==> config.mk <==
export PLATFORM = sky130hd
export DESIGN_NAME = afc_back
export DESIGN_NICKNAME = d
export VERILOG_FILES = /design/src/hw/rtl/afc_pkg.sv /design/src/hw/rtl/afc_back.sv
export SDC_FILE = /design/constraint.sdc
export NUM_CORES = 1
export LEC_CHECK = 0
export BUFFER_PORTS_ARGS = -buffer_cell sky130_fd_sc_hd__buf_2
export CORE_AREA = 2 2 39 41
export DETAILED_ROUTE_END_ITERATION = 16
export DIE_AREA = 0 0 41 43
export SETUP_SLACK_MARGIN = 0.4
export SLEW_MARGIN = 5
export SYNTH_ARGS = -nofsm -noshare
export SYNTH_HDL_FRONTEND = slang
export SYNTH_SLANG_ARGS = --single-unit
==> constraint.sdc <==
create_clock -name i_clk -period 3 [get_ports i_clk]
set_clock_uncertainty 0.1 [all_clocks]
set_input_delay 0.15 -clock i_clk [delete_from_list [all_inputs] [get_ports i_clk]]
set_output_delay 0.15 -clock i_clk [all_outputs]
set_load 0.05 [all_outputs]
==> src/hw/rtl/afc_pkg.sv <==
package afc_pkg;

    // Corner and coefficient formats
    localparam int COORD_WIDTH = 16;
    localparam int FRAC_BITS   = 8;
    localparam int COEF_IN_W   = 16;
    localparam int COEF_W      = COEF_IN_W + 1;
    localparam int PROD_W      = COEF_W + COORD_WIDTH;
    localparam int SUM_W       = PROD_W + 2;

    // Planes and clip matrix
    localparam int NUM_PLANES = 6;
    localparam int NUM_AXES   = 3;
    localparam int NUM_ROWS   = 4;
    localparam int ROW_W      = NUM_ROWS * COEF_IN_W;
    localparam int W_ROW      = NUM_ROWS - 1;
    localparam int PLANE_W    = 3;

    localparam logic [PLANE_W-1:0]    PLANE_NONE = PLANE_W'(NUM_PLANES);
    localparam logic [NUM_PLANES-1:0] ALL_FLAGS  = '1;

    // Configuration register indexes
    localparam int CFG_IDX_W = 2;
    localparam logic [CFG_IDX_W-1:0] CFG_CLIP_ROW_0 = CFG_IDX_W'(0);
    localparam logic [CFG_IDX_W-1:0] CFG_CLIP_ROW_1 = CFG_IDX_W'(1);
    localparam logic [CFG_IDX_W-1:0] CFG_CLIP_ROW_2 = CFG_IDX_W'(2);
    localparam logic [CFG_IDX_W-1:0] CFG_CLIP_ROW_3 = CFG_IDX_W'(3);

    // Reset rows: identity matrix, 1.0 on the diagonal
    localparam logic [ROW_W-1:0] ROW0_RST = ROW_W'(256) << (0 * COEF_IN_W);
    localparam logic [ROW_W-1:0] ROW1_RST = ROW_W'(256) << (1 * COEF_IN_W);
    localparam logic [ROW_W-1:0] ROW2_RST = ROW_W'(256) << (2 * COEF_IN_W);
    localparam logic [ROW_W-1:0] ROW3_RST = ROW_W'(256) << (3 * COEF_IN_W);

    // Queue between front and back
    localparam int QDEPTH = 4;
    localparam int QPTR_W = $clog2(QDEPTH);
    localparam int QCNT_W = $clog2(QDEPTH + 1);

    // Classified corner: one bit per plane set when the corner is on or in front of it
    typedef struct packed {
        logic                  last;
        logic [NUM_PLANES-1:0] front_of;
    } t_cls;

    // Pick coefficient k (x, y, z, w) out of a packed row
    function automatic logic signed [COEF_IN_W-1:0] coef_of(
        input logic [ROW_W-1:0] row,
        input int               k
    );
        coef_of = $signed(row[k*COEF_IN_W +: COEF_IN_W]);
    endfunction

endpackage

==> src/hw/rtl/afc_back.sv <==
module afc_back import afc_pkg::*; (
    input  logic               i_clk,
    input  logic               i_rst_n,
    input  logic               i_q_valid,
    input  t_cls               i_q_data,
    output logic               o_pop,
    output logic               o_out_valid,
    input  logic               i_out_stall,
    output logic               o_visible,
    output logic [PLANE_W-1:0] o_reject_plane
);

    logic [NUM_PLANES-1:0] r_flags;
    logic [NUM_PLANES-1:0] n_flags;
    logic                  r_out_valid;
    logic                  r_visible;
    logic [PLANE_W-1:0]    r_reject;
    logic                  out_free;
    logic [PLANE_W-1:0]    first_reject;

    // A last corner waits for room in the output register
    assign out_free = !r_out_valid || !i_out_stall;
    assign o_pop    = i_q_valid && (!i_q_data.last || out_free);

    // Clear flags of planes the corner is not strictly behind
    assign n_flags = r_flags & ~i_q_data.front_of;

    // Lowest plane still holding every corner behind it
    always_comb begin
        first_reject = PLANE_NONE;
        for (int p = NUM_PLANES - 1; p >= 0; p--) begin
            if (n_flags[p]) begin
                first_reject = PLANE_W'(p);
            end
        end
    end

    // Accumulate flags, re-arm after the last corner
    always_ff @(posedge i_clk) begin
        if (!i_rst_n) begin
            r_flags <= ALL_FLAGS;
        end else if (o_pop) begin
            if (i_q_data.last) begin
                r_flags <= ALL_FLAGS;
            end else begin
                r_flags <= n_flags;
            end
        end
    end

    // Output register
    always_ff @(posedge i_clk) begin
        if (!i_rst_n) begin
            r_out_valid <= 1'b0;
        end else if (out_free) begin
            r_out_valid <= o_pop && i_q_data.last;
        end
    end

    always_ff @(posedge i_clk) begin
        if (o_pop && i_q_data.last) begin
            r_visible <= n_flags == '0;
            r_reject  <= first_reject;
        end
    end

    assign o_out_valid    = r_out_valid;
    assign o_visible      = r_visible;
    assign o_reject_plane = r_reject;

    a_rearm: assert property (@(posedge i_clk) disable iff (!i_rst_n)
        (o_pop && i_q_data.last) |=> (r_flags == ALL_FLAGS))
        else $error("flags not re-armed after last corner");

    a_result_consistent: assert property (@(posedge i_clk) disable iff (!i_rst_n)
        o_out_valid |-> (o_visible == (o_reject_plane == PLANE_NONE)))
        else $error("visible and reject plane disagree");

    a_last_waits: assert property (@(posedge i_clk) disable iff (!i_rst_n)
        (i_q_valid && i_q_data.last && r_out_valid && i_out_stall) |-> !o_pop)
        else $error("result taken from queue with output register full");

endmodule
# After elaboration in Yosys (flattened, before gate mapping)
# Cells that the tools add are included.
word_totals:
  register_bits: 11
  latch_bits: 0
  ramBits: 0
  rom_bits: 0
  elab_cells: 24
  mem_count: 0
classes:
  addsub: 0
  multipliers: 0
  div: 0
  n_lt_le_gt_ge: 0
  n_eq_ne: 0
  shifts: 0
  mux: 6
  bitwise_logic: 2
  n_reduce_logical: 10
ops:
  columns: ["op", "n"]
  rows:
  - ["$mux 2", 4]
  - ["$and 6x6->6", 1]
  - ["$logic_not 6->1", 1]
  - ["$mux 6", 1]
  - ["$not 6->6", 1]
  - ["$reduce_or 4->1", 1]
  - ["$logic_not 1->1", 3]
  - ["$logic_and 1x1->1", 2]
  - ["$logic_or 1x1->1", 2]
  - ["$reduce_or 2->1", 1]
  - ["$mux 1", 1]

# Depth between registers and ports, before layout
logic_depth:
  ltp_word: 7
  mapped_depth: 3
  mapped_depth_nobuf: 3

# Worst setup path before layout
# OpenSTA, ideal clock, no wires.
synth_timing:
  path_kind: "flip-flop to output port"
  start: "reg r_out_valid, in the netlist o_out_valid"
  end: "out o_pop"
  t_arrival_ns: 1.848
  required_ns: 2.750
  slack_ns: 0.902
  stages_incl_launch_ff: 3
  n_path_buf: 0
  path_cell_list: "dfxtp_1 -> and2_4 -> a21boi_0"
synth_via:
  elab_chain_cells: 4
synth_lines:
  columns: ["item", "line_no", "rtl"]
  rows:
  - ["start: declaration", "afc_back.sv:15", "logic r_out_valid;"]
  - ["start signal: assignment", "afc_back.sv:56", "r_out_valid <= o_pop && i_q_data.last;"]
  - ["$logic_not 1->1", "afc_back.sv:22", "assign out_free = !r_out_valid || !i_out_stall;"]
  - ["$logic_or 1x1->1", "afc_back.sv:22", null]
  - ["$logic_or 1x1->1", "afc_back.sv:23", "assign o_pop = i_q_valid && (!i_q_data.last || out_free);"]
  - ["$logic_and 1x1->1", "afc_back.sv:23", null]
  - ["end: declaration", "afc_back.sv:6", "output logic o_pop,"]
# No other way between the ends.

# Worst setup path in the final report
# Same ends and word-level chain as after synthesis.

==> flow_metrics.tcl <==
set metrics [dict create \
    synthCells 42 \
    dieHeight_um 43 \
    synth_edf_count 4 \
    start_util 0.332 \
    diodes 0 \
    maxSlewViolCount 0 \
    htree_levels 1 \
    status "finished clean" \
    die-area_um2 1760 \
    seq_area_frac_synth 0.567 \
    grtUsageTotal 0.123 \
    place_area_um2 559 \
    async_flop_share 0 \
    grt_max_degree 7 \
    cts_tree "done" \
    hold_viol 0 \
    drt_iter0_markers 13 \
    fin_setup_tns_ns 0 \
    critPathMaxFanout 3 \
    fillCellCount 123 \
    max_freq_mhz 706 \
    cts.sinks 11 \
    cap_violations 0 \
    yosys.area_share.simple 0.193 \
    clk_pin_slew_ns 0.07 \
    rsz0062_at_grt "no" \
    p_clk_frac 0.309 \
    synth_cell_types 15 \
    synth_flop_cell "dfxtp_1" \
    timing.final.crit_share 0.472 \
    start_kind "register" \
    drt_drc_violations_left 0 \
    cp.arrival_ns 1.17 \
    synth_top_family_by_area "compound AO/OA/AOI/OAI gates" \
    synth_compound_area_frac 0.232 \
    synth_adder_area_share 0 \
    leakagePower_nw 0.281 \
    postRouteAntennaNets 0 \
    coreArea_um2 1380 \
    end_kind "output port" \
    slew_headroom 0.728 \
    port_buffers 16 \
    synth_mux_area_frac 0 \
    layout_min_cycle_time_ns 1.42 \
    power_per_cell_area_nw_per_um2 502 \
    sw_frac_of_total 0.262 \
    finalWirelength_um 787 \
    cts_made_buffers 3 \
    final_util 0.467 \
    synth_fp_nets 53 \
    fin_area_um2 646 \
    dr_total_vias 393 \
    num_io_pins 17 \
    switching_power_w 0.0000851 \
    cts_root_buf "clkbuf_4" \
    layout_common_cells "buf_2, dfxtp_1, a2bb2oi_1, dlygate4sd3_1" \
    worstPathRequired_ns 2.75 \
    clk_path_buf_depth 2 \
    cts_setup_buffers 0 \
    synth_area_leader_cell "dfxtp_1" \
    final_nets 80 \
    clock_latency_ns 0.27 \
    grt_pass1_wl_um 1460 \
    dp.cells 74 \
    seq_power_share 0.511 \
    setup_violations 0 \
    antenna_found_initial 0 \
    ys_ff_latch 11 \
    dieWidth_um 41 \
    dp_hpwl_um 597 \
    p_total_w 0.000324 \
    yosys.area.top_type_share 0.305 \
    drt-vias-per-instance 4.68 \
    first_pass_iters 4 \
    synth_area_per_cell_um2 10.9 \
    grt_pass1_vias 360 \
    grt_overflow 0 \
    synthTopCellsByArea "dfxtp_1, edfxtp_1, a2bb2oi_1" \
    p_comb_frac 0.180 \
    fin_cells 84 \
    rows 14 \
    hold_path.class "input pin to register" \
    drive_gt1_frac 0.309 \
    synthXorXnorAreaFrac 0 \
    p_int_w 0.000239 \
    wl_per_cell_um 9.37 \
    final_common_cell "buf_2" \
    gp_congestion 0.661 \
    syn-cell-area_um2 459 \
    tightest_slew_ns 0.406 \
    yosysWarnings 0 \
    areaGrowthSynthToFinish_pct 40.6 \
    peakVddDrop_uv 219 \
    worstSetupPathType "register to output port" \
]
## worst paths after layout
kind	depth (start not counted)	slack (ns)	end	startpoint
max	3	1.58	o_pop	o_out_valid$_SDFFE_PN0P_
min	3	0.05	o_out_valid$_SDFFE_PN0P_	i_out_stall
max reg2reg	2	1.84	o_reject_plane[0]$_SDFFCE_PP0P_	o_out_valid$_SDFFE_PN0P_
min reg2reg	2	0.38	o_out_valid$_SDFFE_PN0P_	o_out_valid$_SDFFE_PN0P_
## layout make-up
type                       count  area (µm²)  area share
sequential                    11         260       0.403
multi-input combinational     30         195       0.302
timing repair buffer          22         140       0.217
clock buffer                   4        26.3      0.0407
tap                           16        20.0      0.0310
inverter                       1        3.75     0.00581
## power groups by stage
stage               Clock, W  Combinational (W)  Sequential [W]
CTS                 0.000103          0.0000587        0.000166
detailed placement         0          0.0000528        0.000169
floorplan                  0          0.0000251        0.000181
global placement           0          0.0000523        0.000169
finish              0.000100          0.0000585        0.000166
global route        0.000111          0.0000643        0.000167
## cells in the mapped netlist, drive strengths merged (2+ instances only)
library cell,number
o21ai,3
dfxtp,7
a31oi,2
nor2,3
a2bb2oi,6
nand2,5
edfxtp,4
a21boi,2
nand2b,5
## state kept, by name, summed over array words and instances (netlist names)
name	count
r_flags	6
o_visible	1
o_reject_plane	3
o_out_valid	1
## metal layers
layer	vias to the layer above	wire [µm]	global-route usage	part of all wire
met1	176	370	0.174	0.47
met5	-	0	0	0
met4	0	0	0.100	0
met3	0	44	0.0157	0.056
met2	12	373	0.159	0.47
li1	205	-	-	-
## worst max-delay path, stage by stage, from the launching register on
cell,delay (ns)
dfxtp_1,0.32
and2_4,0.15
a21boi_0,0.15
buf_2,0.28
## repair_timing
item,CTS,global route
hold buffers,6,0
gates resized for setup,0,0
endpoints found under the hold margin,6,0
## cells by family (layout without fill, tap and decap cells)
family | count (synthesis) | count (layout)
AOI/OAI and AO/OA | 13 | 13
buffers and inverters | 1 | 27
DFF | 11 | 11
and+or+nand+nor | 17 | 17
## metrics by stage
step	hold WS (ns)	setup WS [ns]
final	0.0455	1.58
after global routing	0.0628	1.50
after CTS	0.0464	1.57
after detailed placement	0.240	1.83
after global placement	0.236	1.86
after floorplan	0.140	0.902
Note: power is estimated with default switching activity, not from simulation.
