**src/hw/rtl/afc_pkg.sv**
```systemverilog
package afc_pkg;

    // Corner and coefficient formats
    localparam int COORD_WIDTH = 16;
    localparam int FRAC_BITS   = 8;
    localparam int COEF_IN_W   = 16;
    localparam int COEF_W      = COEF_IN_W + 1;
    localparam int PROD_W      = COEF_W + COORD_WIDTH;
    localparam int SUM_W       = PROD_W + 2;

    // Planes and clip matrix
    localparam int NUM_PLANES = 6;
    localparam int NUM_AXES   = 3;
    localparam int NUM_ROWS   = 4;
    localparam int ROW_W      = NUM_ROWS * COEF_IN_W;
    localparam int W_ROW      = NUM_ROWS - 1;
    localparam int PLANE_W    = 3;

    localparam logic [PLANE_W-1:0]    PLANE_NONE = PLANE_W'(NUM_PLANES);
    localparam logic [NUM_PLANES-1:0] ALL_FLAGS  = '1;

    // Configuration register indexes
    localparam int CFG_IDX_W = 2;
    localparam logic [CFG_IDX_W-1:0] CFG_CLIP_ROW_0 = CFG_IDX_W'(0);
    localparam logic [CFG_IDX_W-1:0] CFG_CLIP_ROW_1 = CFG_IDX_W'(1);
    localparam logic [CFG_IDX_W-1:0] CFG_CLIP_ROW_2 = CFG_IDX_W'(2);
    localparam logic [CFG_IDX_W-1:0] CFG_CLIP_ROW_3 = CFG_IDX_W'(3);

    // Reset rows: identity matrix, 1.0 on the diagonal
    localparam logic [ROW_W-1:0] ROW0_RST = ROW_W'(256) << (0 * COEF_IN_W);
    localparam logic [ROW_W-1:0] ROW1_RST = ROW_W'(256) << (1 * COEF_IN_W);
    localparam logic [ROW_W-1:0] ROW2_RST = ROW_W'(256) << (2 * COEF_IN_W);
    localparam logic [ROW_W-1:0] ROW3_RST = ROW_W'(256) << (3 * COEF_IN_W);

    // Queue between front and back
    localparam int QDEPTH = 4;
    localparam int QPTR_W = $clog2(QDEPTH);
    localparam int QCNT_W = $clog2(QDEPTH + 1);

    // Classified corner: one bit per plane set when the corner is on or in front of it
    typedef struct packed {
        logic                  last;
        logic [NUM_PLANES-1:0] front_of;
    } t_cls;

    // Pick coefficient k (x, y, z, w) out of a packed row
    function automatic logic signed [COEF_IN_W-1:0] coef_of(
        input logic [ROW_W-1:0] row,
        input int               k
    );
        coef_of = $signed(row[k*COEF_IN_W +: COEF_IN_W]);
    endfunction

endpackage

```
**src/hw/rtl/afc_queue.sv**
```systemverilog
module afc_queue import afc_pkg::*; (
    input  logic              i_clk,
    input  logic              i_rst_n,
    input  logic              i_push,
    input  t_cls              i_push_data,
    input  logic              i_pop,
    output logic              o_valid,
    output t_cls              o_data,
    output logic [QCNT_W-1:0] o_count
);

    t_cls              r_mem [QDEPTH];
    logic [QPTR_W-1:0] r_wr_ptr;
    logic [QPTR_W-1:0] r_rd_ptr;
    logic [QCNT_W-1:0] r_count;

    // Advance pointers and count
    always_ff @(posedge i_clk) begin
        if (!i_rst_n) begin
            r_wr_ptr <= '0;
            r_rd_ptr <= '0;
            r_count  <= '0;
        end else begin
            if (i_push) begin
                r_wr_ptr <= r_wr_ptr + QPTR_W'(1);
            end
            if (i_pop) begin
                r_rd_ptr <= r_rd_ptr + QPTR_W'(1);
            end
            if (i_push && !i_pop) begin
                r_count <= r_count + QCNT_W'(1);
            end else if (!i_push && i_pop) begin
                r_count <= r_count - QCNT_W'(1);
            end
        end
    end

    // Store the incoming item
    always_ff @(posedge i_clk) begin
        if (i_push) begin
            r_mem[r_wr_ptr] <= i_push_data;
        end
    end

    assign o_valid = r_count != '0;
    assign o_data  = r_mem[r_rd_ptr];
    assign o_count = r_count;

    a_no_overflow: assert property (@(posedge i_clk) disable iff (!i_rst_n)
        i_push |-> (r_count < QCNT_W'(QDEPTH)))
        else $error("queue written while full");

    a_no_underflow: assert property (@(posedge i_clk) disable iff (!i_rst_n)
        i_pop |-> (r_count != '0))
        else $error("queue read while empty");

    a_count_bound: assert property (@(posedge i_clk) disable iff (!i_rst_n)
        r_count <= QCNT_W'(QDEPTH))
        else $error("queue count out of range");

endmodule

```
**config.mk**
```make
export PLATFORM = sky130hd
export DESIGN_NAME = afc_queue
export DESIGN_NICKNAME = d
export VERILOG_FILES = /design/src/hw/rtl/afc_pkg.sv /design/src/hw/rtl/afc_queue.sv
export SDC_FILE = /design/constraint.sdc
export NUM_CORES = 1
export LEC_CHECK = 0
export BUFFER_PORTS_ARGS = -buffer_cell sky130_fd_sc_hd__buf_2
export CAP_MARGIN = 0
export CORE_MARGIN = 4
export CORE_UTILIZATION = 25
export DETAILED_ROUTE_END_ITERATION = 8
export GPL_TIMING_DRIVEN = 0
export HOLD_SLACK_MARGIN = 0.03
export MAX_ROUTING_LAYER = met4
export PLACE_DENSITY = 0.49
export SLEW_MARGIN = 20
export SYNTH_ARGS = -nofsm -noshare
export SYNTH_HDL_FRONTEND = slang
export SYNTH_SLANG_ARGS = --single-unit
```
**constraint.sdc**
```tcl
create_clock -name i_clk -period 2 [get_ports i_clk]
set_input_delay 0.4 -clock i_clk [delete_from_list [all_inputs] [get_ports i_clk]]
set_output_delay 0.4 -clock i_clk [all_outputs]
set_load 0.02 [all_outputs]
```
==> Word-level counts from Yosys, hierarchy flattened <==
Memories as Yosys holds them, arrays and structs flattened. A register that Yosys moved wholly into a read port is not among the register bits.
Cells that the tools add are included.
{ "op_classes": {"mux": 6, "reduce_logical": 6, "n_mul": 0, "addsub": 4, "shift": 0, "n_bitwise": 0, "n_lt_le_gt_ge": 0, "div_mod_pow": 0, "n_eq_ne": 0} }
{ "ops": {"columns": ["operator", "count"], "rows": [
  ["two-way mux 3 bit", 2],
  ["adder 2 x 1 -> 2 bit, second input constant", 2],
  ["two-way mux 2 bit", 2],
  ["adder 3 x 1 -> 3 bit, second input constant", 1],
  ["nonzero test 3 bit", 1],
  ["subtractor 3 x 1 -> 3 bit, second input constant", 1],
  ["logical AND 1 bit", 2],
  ["logical NOT 1 bit", 2],
  ["two-way mux 1 bit", 2],
  ["nonzero test 2 bit", 1]
]} }
{ "word_totals": {"ramBits": 28, "latch_bits": 0, "mem_bits_ro": 0, "reg_bits": 7, "mem_count": 1, "out_inout_bits": 11} }
{ "mem_list": {"columns": ["name", "words", "width", "read_ports", "rd_ports_with_merged_regs", "wr", "line", "rtl"], "rows": [
  ["r_mem", 4, 7, 1, 1, 1, "afc_queue.sv:12", "t_cls r_mem [QDEPTH];"]
]} }

==> Longest topological paths before layout <==
{ "depth": {"ltp_word": 4, "depth_mapped": 7, "mapped_depth_nobuf": 7} }

==> Least setup slack after synthesis <==
OpenSTA, ideal clock, no wires.
{ "synth_timing": {"path_kind": "input to register", "startpoint": "in i_pop", "endpoint": "reg r_count[2], in the netlist o_count[2]", "path_stages": 7, "slack_ns": 0.359, "required_ns": 1.930, "arrival_time_ns": 1.571, "path_cell_list": "inv_1 ha_1 inv_1 fa_1 xor2_1 or3_1 a21boi_1"} }
{ "synth_between": {"elab_chain_len": 3, "word_cells_on_any_way": 5, "cone_classes": "mux (1); reduce/logical (4)"} }
{ "synth_lines": {"columns": ["item", "line", "rtl"], "rows": [
  ["start: declaration", "afc_queue.sv:6", "input logic i_pop,"],
  ["logical NOT 1 bit", "afc_queue.sv:30", "if (i_push && !i_pop) begin"],
  ["logical AND 1 bit", "afc_queue.sv:30", null],
  ["two-way mux 3 bit / nonzero test 2 bit (equally long branches)", null, null],
  ["end signal: assignment", "afc_queue.sv:31", "r_count <= r_count + QCNT_W'(1);"],
  ["end signal: assignment", "afc_queue.sv:33", "r_count <= r_count - QCNT_W'(1);"],
  ["end: declaration", "afc_queue.sv:15", "logic [QCNT_W-1:0] r_count;"]
]} }
Parallel ways exist; a longest one is shown, timed or not.
A chain may end at the register's enable or synchronous reset.

==> qor.json <==
{
  "place": {
    "placement.io_buffers": 21,
    "gp_routability_congestion": 0.623,
    "detailedPlace.worstSlack_ps": 118,
    "dp_hpwl_microns": 1800
  },
  "synth": {
    "fraction_of_the_mapped_netlist_area_in_simple_logic_gates_pct": 5.86,
    "area_share_of_xor_xnor_cells_in_the_synthesized_design_pct": 3.01,
    "ys_seq_elements": 37,
    "combinational_family_with_the_most_area_after_synthesis": "multiplexers",
    "yosys-mux-area-fraction_pct": 12.2,
    "synth-adder-area-share_pct": 5.68,
    "synthesis.area_sq_um": 1450,
    "synth_warnings": 0,
    "postSynthCellCount": 79,
    "yosysSeqAreaShare_pct": 70.3,
    "postSynthNetCount": 96,
    "synth_cell_type_count": 17,
    "syn_avg_cell_area_sq_um": 18.4,
    "synth-compound-area-share_pct": 0.861
  },
  "clocking": {
    "post_cts_resized": 0,
    "clock_tree_from_tritoncts": "built",
    "maximum_clock_insertion_buffer_count": 2,
    "clock-root-buffer": "clkbuf_8",
    "numCtsBuffers": 5,
    "post-cts-setup-buffers": 0,
    "holdBufCountCts": 0,
    "clkLatencyLatePin_ps": 290,
    "clk_pin_slew_worst_paths_ps": 70,
    "clock_sinks": 37,
    "h_tree_levels": 2
  },
  "final_layout": {
    "area_growth_pct": 22.7,
    "filler_cell_count": 552,
    "final_layout_size_suffix_gt1_share_pct": 34.6,
    "layout.nets": 123,
    "layout_commonest_cell": "edfxtp_1",
    "number_of_antenna_diodes": 0,
    "most-common-layout-cells": "edfxtp_1 (28), buf_2 (21), and2_1 (9), dfxtp_1 (9), mux4_2 (7)"
  },
  "global_routing": {
    "initial_antenna_violation_count": 0,
    "grt_pass1_wl_microns": 4300,
    "grt_overflow_total": 0,
    "global_route.usage.total_pct": 8.38,
    "largest_net_degree_at_the_start_of_global_routing": 14,
    "grt_pass1_vias": 891
  },
  "run": {
    "count_of_maximum_capacitance_violations": 0
  },
  "timing": {
    "count_of_final_hold_check_violations": 0,
    "totalNegativeSetupSlack_ps": 0,
    "maxSlewHeadroom_pct": 72.5,
    "finalCriticalPeriod_ps": 1870,
    "timing.final.setup_violations": 0,
    "finalCritPeriodShare_pct": 93.7,
    "finalWorstSetupSlack_ps": 126,
    "timing_max_transition_violations_final": 0,
    "max_slew.worst_pin.slew_ps": 413,
    "final_worst_clock_skew_ps": 5.32,
    "max_freq_ghz": 0.534,
    "grt_setup_unrepaired": "no"
  },
  "worst_setup_path": {
    "cell_with_the_biggest_individual_delay_on_the_critical_path": "mux4_2",
    "path_max_fanout": 7,
    "critPathKind": "reg2out",
    "timing.critical_path.cells": "buf_6 -> mux4_2 -> buf_2",
    "arrival_ps": 1470,
    "cp-start-kind": "register",
    "worst-endpoint-required_ps": 1600,
    "end_kind": "output port",
    "cp_slowest_stage_delay_ps": 510
  },
  "die": {
    "die_width_microns": 84.2,
    "fp.dieArea_sq_um": 7090,
    "rows": 27,
    "chipHeight_microns": 84.2,
    "core_area_sq_um": 5570,
    "top_level_ports": 22,
    "floorplan.initialDensity_pct": 26.1
  },
  "pwr": {
    "vdd_ir_drop_max_uv": 294,
    "pwr_density_cell_nw_per_um2": 1080,
    "leakagePower_nw": 0.660
  },
  "drt": {
    "drt_wirelength_microns": 2500,
    "antenna_violating_nets_post_route": 0,
    "detail_route.first_pass.iterations": 4,
    "drc_errors": 0,
    "wire_per_inst_microns": 14.0,
    "iteration_0_drc_markers": 16,
    "num_vias": 748,
    "route.detailed.vias_per_inst": 4.18
  },
  "run_status": {
    "status": "finished clean"
  },
  "worst_hold_path": {
    "min_path_type": "in2reg"
  }
}
==> routing by layer <==
metal | wire length, microns | GRT usage, % | vias to the layer above | part of all wire (%)
met5 | 0 | - | - | 0
met4 | 35 | 3.51 | 0 | 1.4
met3 | 187 | 3.14 | 5 | 7.5
met2 | 1260 | 13.8 | 25 | 50
met1 | 1020 | 9.05 | 375 | 41
li1 | - | - | 343 | -
==> layout make-up <==
class	count	area (sq um)	area share (%)
Sequential cell	37	1020	57.3
Multi-Input combinational cell	36	402	22.5
Timing Repair Buffer	21	105	5.90
Tap cell	72	90.1	5.06
Clock buffer	5	68.8	3.86
Clock inverter	3	68.8	3.86
Inverter	4	15.0	0.843
Buffer	1	11.3	0.632
==> state kept, by name, indices dropped and copies added (netlist names), named ones only <==
signal    cells
o_count       3
r_mem        28
r_rd_ptr      2
r_wr_ptr      2
==> critical path, delay by kind of cell (launching register included) <==
family / cells / cell delay, ps
muxes: 1 / 510
DFF: 1 / 340
buffers and inverters: 2 / 330
==> cells in the mapped netlist, drive strengths merged <==
| library cell | count | share of area (%) |
|---|---|---|
| mux4 | 7 | 11 |
| dfxtp | 9 | 12 |
| edfxtp | 28 | 58 |
| clkbuf | 1 | 0.26 |
| ha | 5 | 4.3 |
| o21ai | 1 | 0.34 |
| nor2b | 2 | 0.86 |
| and2 | 9 | 3.9 |
| nand2 | 1 | 0.26 |
| or3 | 2 | 0.86 |
| a21boi | 1 | 0.52 |
| xnor2 | 2 | 1.2 |
| fa | 1 | 1.4 |
| mux2i | 2 | 1.4 |
| xor2 | 3 | 1.8 |
| inv | 4 | 1.0 |
| buf | 1 | 0.78 |
==> per-stage QoR <==
stage / instance area [sq um] / power [W] / cells / hold slack (ps) / util (%)
floorplan: 1450 / 0.00109 / 79 / 499 / -
global placement: 1650 / 0.00116 / 172 / 478 / 29.6
detailed placement: 1650 / 0.00118 / 172 / 534 / 29.6
CTS: 1790 / 0.00195 / 180 / 318 / 32.0
global route: 1780 / 0.00202 / 179 / 318 / 32.0
finish: 1780 / 0.00193 / 179 / 326 / 32.0
==> report_power, final <==
part | switching [W] | leakage [nW] | internal [W]
clock network | 0.000266 | 0.0687 | 0.000502
logic | 0.000139 | 0.259 | 0.000110
registers | 0.0000329 | 0.332 | 0.000876
total | 0.000438 | 0.660 | 0.00149
==> worst paths after layout <==
kind	from	slack, ps	to	depth (start not counted)
max reg2reg	o_count[0]$_SDFFE_PN0P_	530	o_count[2]$_SDFFE_PN0P_	4
max	register	130	o_data[2]	3
min reg2reg	o_count[2]$_SDFFE_PN0P_	560	o_count[2]$_SDFFE_PN0P_	2
min	i_push_data[2]	330	r_mem[3][2]$_DFFE_PP_	1
==> logic make-up after synthesis <==
logic type               Yosys count
AO/OA/AOI/OAI                      2
XOR/XNOR                           5
adder cells (fa/ha/maj)            6
buffers and inverters              6
flip-flops                        37
multiplexers                       9
AND/OR/NAND/NOR                   14
No activity file was read; power rests on OpenSTA's default activity.
